File: config.mk
export PLATFORM = sky130hd
export DESIGN_NAME = sse_ram
export DESIGN_NICKNAME = d
export VERILOG_FILES = /design/src/design/sse_ram.sv
export SDC_FILE = /design/constraint.sdc
export NUM_CORES = 1
export LEC_CHECK = 0
export BUFFER_PORTS_ARGS = -buffer_cell sky130_fd_sc_hd__buf_2
export CAP_MARGIN = 20
export CELL_PAD_IN_SITES_DETAIL_PLACEMENT = 0
export CELL_PAD_IN_SITES_GLOBAL_PLACEMENT = 1
export CORE_ASPECT_RATIO = 1.4
export CORE_MARGIN = 2
export CORE_UTILIZATION = 55
export DETAILED_ROUTE_END_ITERATION = 6
export PLACE_DENSITY = 0.85
export SYNTH_ARGS = -nofsm -noshare
export SYNTH_HDL_FRONTEND = slang
export SYNTH_SLANG_ARGS = --single-unit
File: constraint.sdc
create_clock -name clk_i -period 5.01 [get_ports clk_i]
set_input_delay 0 -clock clk_i [delete_from_list [all_inputs] [get_ports clk_i]]
set_output_delay 0 -clock clk_i [all_outputs]
set_load 0.03 [all_outputs]
File: src/design/sse_ram.sv
// Generic single-port RAM with registered read.
module sse_ram #(
  parameter int unsigned WIDTH = 32,
  parameter int unsigned DEPTH = 32
) (
  input  logic                     clk_i,
  input  logic                     we_i,
  input  logic [$clog2(DEPTH)-1:0] addr_i,
  input  logic [WIDTH-1:0]         wdata_i,
  output logic [WIDTH-1:0]         rdata_o
);
  logic [WIDTH-1:0] mem_q [DEPTH];

  always_ff @(posedge clk_i) begin
    if (we_i) begin
      mem_q[addr_i] <= wdata_i;
    end
    rdata_o <= mem_q[addr_i];
  end
endmodule

After elaboration in Yosys (flattened, before gate mapping)
Memory sizes are Yosys's and may differ from the RTL's. A register that Yosys moved wholly into a read port is not among the register bits.
Cells that the tools add are included.
Widths: inputs -> output; s select.
Storage, ports and cells
  input port bits: 39
  flip-flop bits (word level): 0
  memories kept: 1
  word-level logic and storage cells: 3
  output and inout port bits: 32
  memory bits (writable): 1024
Memory list
  mem_q: words 32, bits a word 32, rd ports 1, clocked after Yosys merged registers in 1, wr ports 1, line 12  | logic [WIDTH-1:0] mem_q [DEPTH];
Cells by class
  multiplexer cells: 2
Operators with widths (count)
  $mux 1: 2

Longest topological paths before layout
  depth in word-level cells: 2
  mapped depth: 8
  gate-level depth less buffers: 4

Worst setup path before layout
OpenSTA, ideal clock, no wires.
  path kind: input to register
  start point: in addr_i[1]
  end point: mem mem_q[27][0], enable pin
  arrival: 3208 ps
  setup slack: 1341 ps
  cell stages on the path: 6
  required time: 4549 ps
  setup time: 461 ps
  path buffers: 4
  cells stage by stage: clkbuf_1 buf_4 buf_2 buf_2 nand3_1 nor3_1
RTL lines
  start: declaration: line 8  | input logic [$clog2(DEPTH)-1:0] addr_i,
  end: declaration: line 12
No word-level cell before the write port.

==> metrics.md <==
| Metric | Value |
|---|---|
| Worst hold path type | input pin to flop |
| Fin nets | 2276 |
| GRT Residual Overflow | 0 |
| Gate Count Post-Synth | 2107 |
| FF-to-FF path depth | 4 |
| Initial core utilization | 55.54% |
| Port Buffers | 70 |
| Area Overhead vs Synth | 13.40% |
| Net Sw Frac | 20.71% |
| First-pass GRT wire length | 134.6 mm |
| Critical R2R Launch | mem_q[3][25] |
| Synth cell types | 23 |
| Root Driver | clkbuf_16 |
| GRT Util Overall | 25.11% |
| Ports | 71 |
| Placement row count | 116 |
| Leak | 15.56 nW |
| CP max stage cell | nor4_1 |
| Final Max Tran Viols | 0 |
| Total negative slack | 0 ns |
| WL final | 92.71 mm |
| Vias | 20430 |
| Die Ht | 322.1 um |
| Clock skew | ~0.027 ns |
| Via density per instance | 6.272 |
| Nature of the critical path endpoint | flop |
| CTS max path bufs | 3 |
| CTS buffer count | 91 |
| Layout cell share with drive strength beyond 1 | 13.45% |
| Synthesized flop and latch total | 1056 |
| Max H-tree Level | 3 |
| Sequential power share | between 50% and 60% |
| Drt first pass iters | 5 |
| Pint | 14.19 mW |
| Syn_area_per_cell | 18.86 um^2 |
| Clk network pwr share | 39.9% |
| Placer congestion estimate | 0.8501 |
| Critical path type | input pin to flop |
| Sequential area share after synthesis | 78.98% |
| P per Cell Area | 397.2 mW/mm^2 |
| Crit. path cell count | 6 |
| Worst setup endpoint | rdata_o[25] |
| Period utilization | 49.00% |
| Outcome | finished clean |
| Number of global-route vias before repair | 20840 |
| CP top delay family | buffers and inverters |
| Slew HR | 19.48% |
| RSZ-0062 raised after global routing | false |
| Drt initial violations | 2100 |
| Worst vdd ir | 0.3072 mV |
| Remaining antenna violation count | 0 |
| Reg clk slew, reported paths | 0.06 ns |
| Slew @ Worst Pin | around 1.2 ns |
| Pin count of the biggest net entering global routing | 117 |
| Crit-path cells | buf_8 -> buf_4 -> mux2i_1 -> o22ai_1 -> nor4_1 -> nand2_1 |
| Initial antenna violation count | 1 |
| Die width | 231.2 um |
| # diodes | 0 |
| Core Region | 0.07155 mm^2 |
| Final hold violation count | 0 |
| WP buf/inv | 2 |
| CTS tree | yes |
| CP max stage delay | 1.03 ns |
| Fmax | 407.3 MHz |
| Routed WL per cell | roughly 28 um |
| Worst EP required | between 5 and 6 ns |
| Skew-Pair Late Insertion Delay | 0.66 ns |
| Worst r2r dst | rdata_o[25] |
| P_sw | approximately 3.7 mW |
| Launch point of the critical path | addr_i[1] |
| Final-report setup violation count | 0 |
| Max Cap Violations | 0 |
| Hold slack | 0.1764 ns |
| Crit-path max FO | 61 |
| Mapped Area | 0.03974 mm^2 |
| Combinational share of power | ~5% |
| R2R Setup Slk | 3.04 ns |
| Critical Path Source Type | input pin |
| Drc violations | 0 |
| Post-DP HPWL | 54.70 mm |
| Syn nets | roughly 2100 |
| TritonCTS Sinks | 1056 |
| Synth Warn # | 0 |
| Crit path DAT | 2.93 ns |
| Post-CTS Setup Inserts | 0 |
| Die area | 0.07446 mm^2 |
| Tmin final | 2.455 ns |
==> cells in the final DEF (no fill, tap or decap), types with 11 or more instances in the layout <==
master and n:
buf_2 69, nor4_1 64, buf_12 20, clkbuf_1 27, nor2_4 28, nand2_1 34, edfxtp_1 1024, clkbuf_8 11
dfxtp_1 32, dlygate4sd3_1 32, mux2i_1 512, clkinv_2 12, o22ai_1 256, buf_4 32, clkbuf_16 94
==> registers in the layout, summed over array words and instances, names as in the netlist <==
register / cells
rdata_o: 32
mem_q: 1024
==> per-layer routing <==
| metal | track usage (%) | part of all wire [%] |
|---|---|---|
| met1 | 31.41 | 37 |
| met2 | 42.18 | 50 |
| met3 | 4.842 | 8.2 |
| met4 | 12.24 | 4.8 |
| met5 | 0 | 0 |
==> worst min-delay path: cells and delay by family <==
kind	cells	cell delay [ns]
AND/OR/NAND/NOR	2	0.13
AO/OA/AOI/OAI	1	0.14
buffers and inverters	1	0.25
multiplexers	1	0.20
==> stage by stage <==
| step | cell area, um^2 | cells | power, mW | setup slack [ns] | util (%) |
|---|---|---|---|---|---|
| floorplan | 39740 | 2107 | 10.54 | 1.341 | - |
| global route | 45070 | 3257 | 18.34 | 2.616 | 62.98 |
| CTS | 45010 | 3254 | 17.96 | 2.749 | 62.90 |
| finish | 45070 | 3257 | 17.90 | 2.555 | 62.98 |
| global placement | 41140 | 3031 | 10.89 | 2.036 | 57.49 |
| detailed placement | 41630 | 3053 | 10.93 | 2.051 | 58.19 |
==> cell usage after synthesis <==
master | instances | area, um^2
nor3_1 | 4 | 20.02
nand3_1 | 2 | 10.01
or4b_1 | 1 | 10.01
buf_2 | 81 | 405.4
nor2_1 | 29 | 108.9
buf_1 | 1 | 3.750
or3b_2 | 3 | 26.28
edfxtp_1 | 1024 | 30750
o22ai_1 | 256 | 1602
nand4_1 | 1 | 6.260
nor4_1 | 64 | 400.4
buf_6 | 19 | 214.0
nand4b_1 | 4 | 35.03
buf_4 | 2 | 15.01
clkbuf_1 | 23 | 86.33
nand4bb_1 | 6 | 67.56
or4_4 | 1 | 11.26
dfxtp_1 | 32 | 640.6
nand3b_1 | 4 | 30.03
nand2_1 | 34 | 127.6
mux2i_1 | 512 | 5125
or3_1 | 1 | 6.260
or4b_4 | 3 | 41.29
==> cells by family (layout without fill, tap and decap cells) <==
group | after synthesis | after routing | share of synthesized area, %
buffers and inverters | 126 | 332 | 1.823
muxes | 512 | 512 | 12.90
DFF | 1056 | 1056 | 78.98
and+or+nand+nor | 157 | 157 | 2.267
AOI/OAI and AO/OA | 256 | 256 | 4.030
==> power by group through the flow <==
stage | registers, mW | clock network, mW | logic, mW
2_1_floorplan | 10.1 | 0 | 0.414
3_3_place_gp | 10.1 | 0 | 0.828
3_5_place_dp | 10.1 | 0 | 0.861
4_1_cts | 9.88 | 7.20 | 0.884
5_1_grt | 9.88 | 7.52 | 0.935
6_report | 9.88 | 7.14 | 0.887
==> layout make-up <==
| type | count | area (um^2) |
|---|---|---|
| flip-flops and latches | 1056 | 31390 |
| fillers | 4727 | 26490 |
| multi-input cells | 925 | 7888 |
| clock buffers | 132 | 2605 |
| repair buffers | 163 | 1556 |
| well taps | 944 | 1181 |
| clock inverters | 37 | 445.4 |
==> what timing repair did <==
action / CTS / global route
endpoints found under the hold margin: 1024 / 0
gates resized for setup: 0 / 0
hold buffers: 32 / 0
==> worst min path at each step <==
stage | startpoint | to | slack (ns) | cells after the start
6_report | addr_i[1] | rdata_o[14] | 0.18 | 5
2_1_floorplan | wdata_i[0] | mem_q[0][0] | 0.1 | 0
3_3_place_gp | rdata_o[3] | rdata_o[3] | 0.44 | 1
4_1_cts | addr_i[1] | rdata_o[14] | 0.13 | 5
5_1_grt | addr_i[1] | rdata_o[15] | 0.19 | 5
3_5_place_dp | rdata_o[19] | rdata_o[19] | 0.44 | 1
Power figures use the tool's default switching activity.
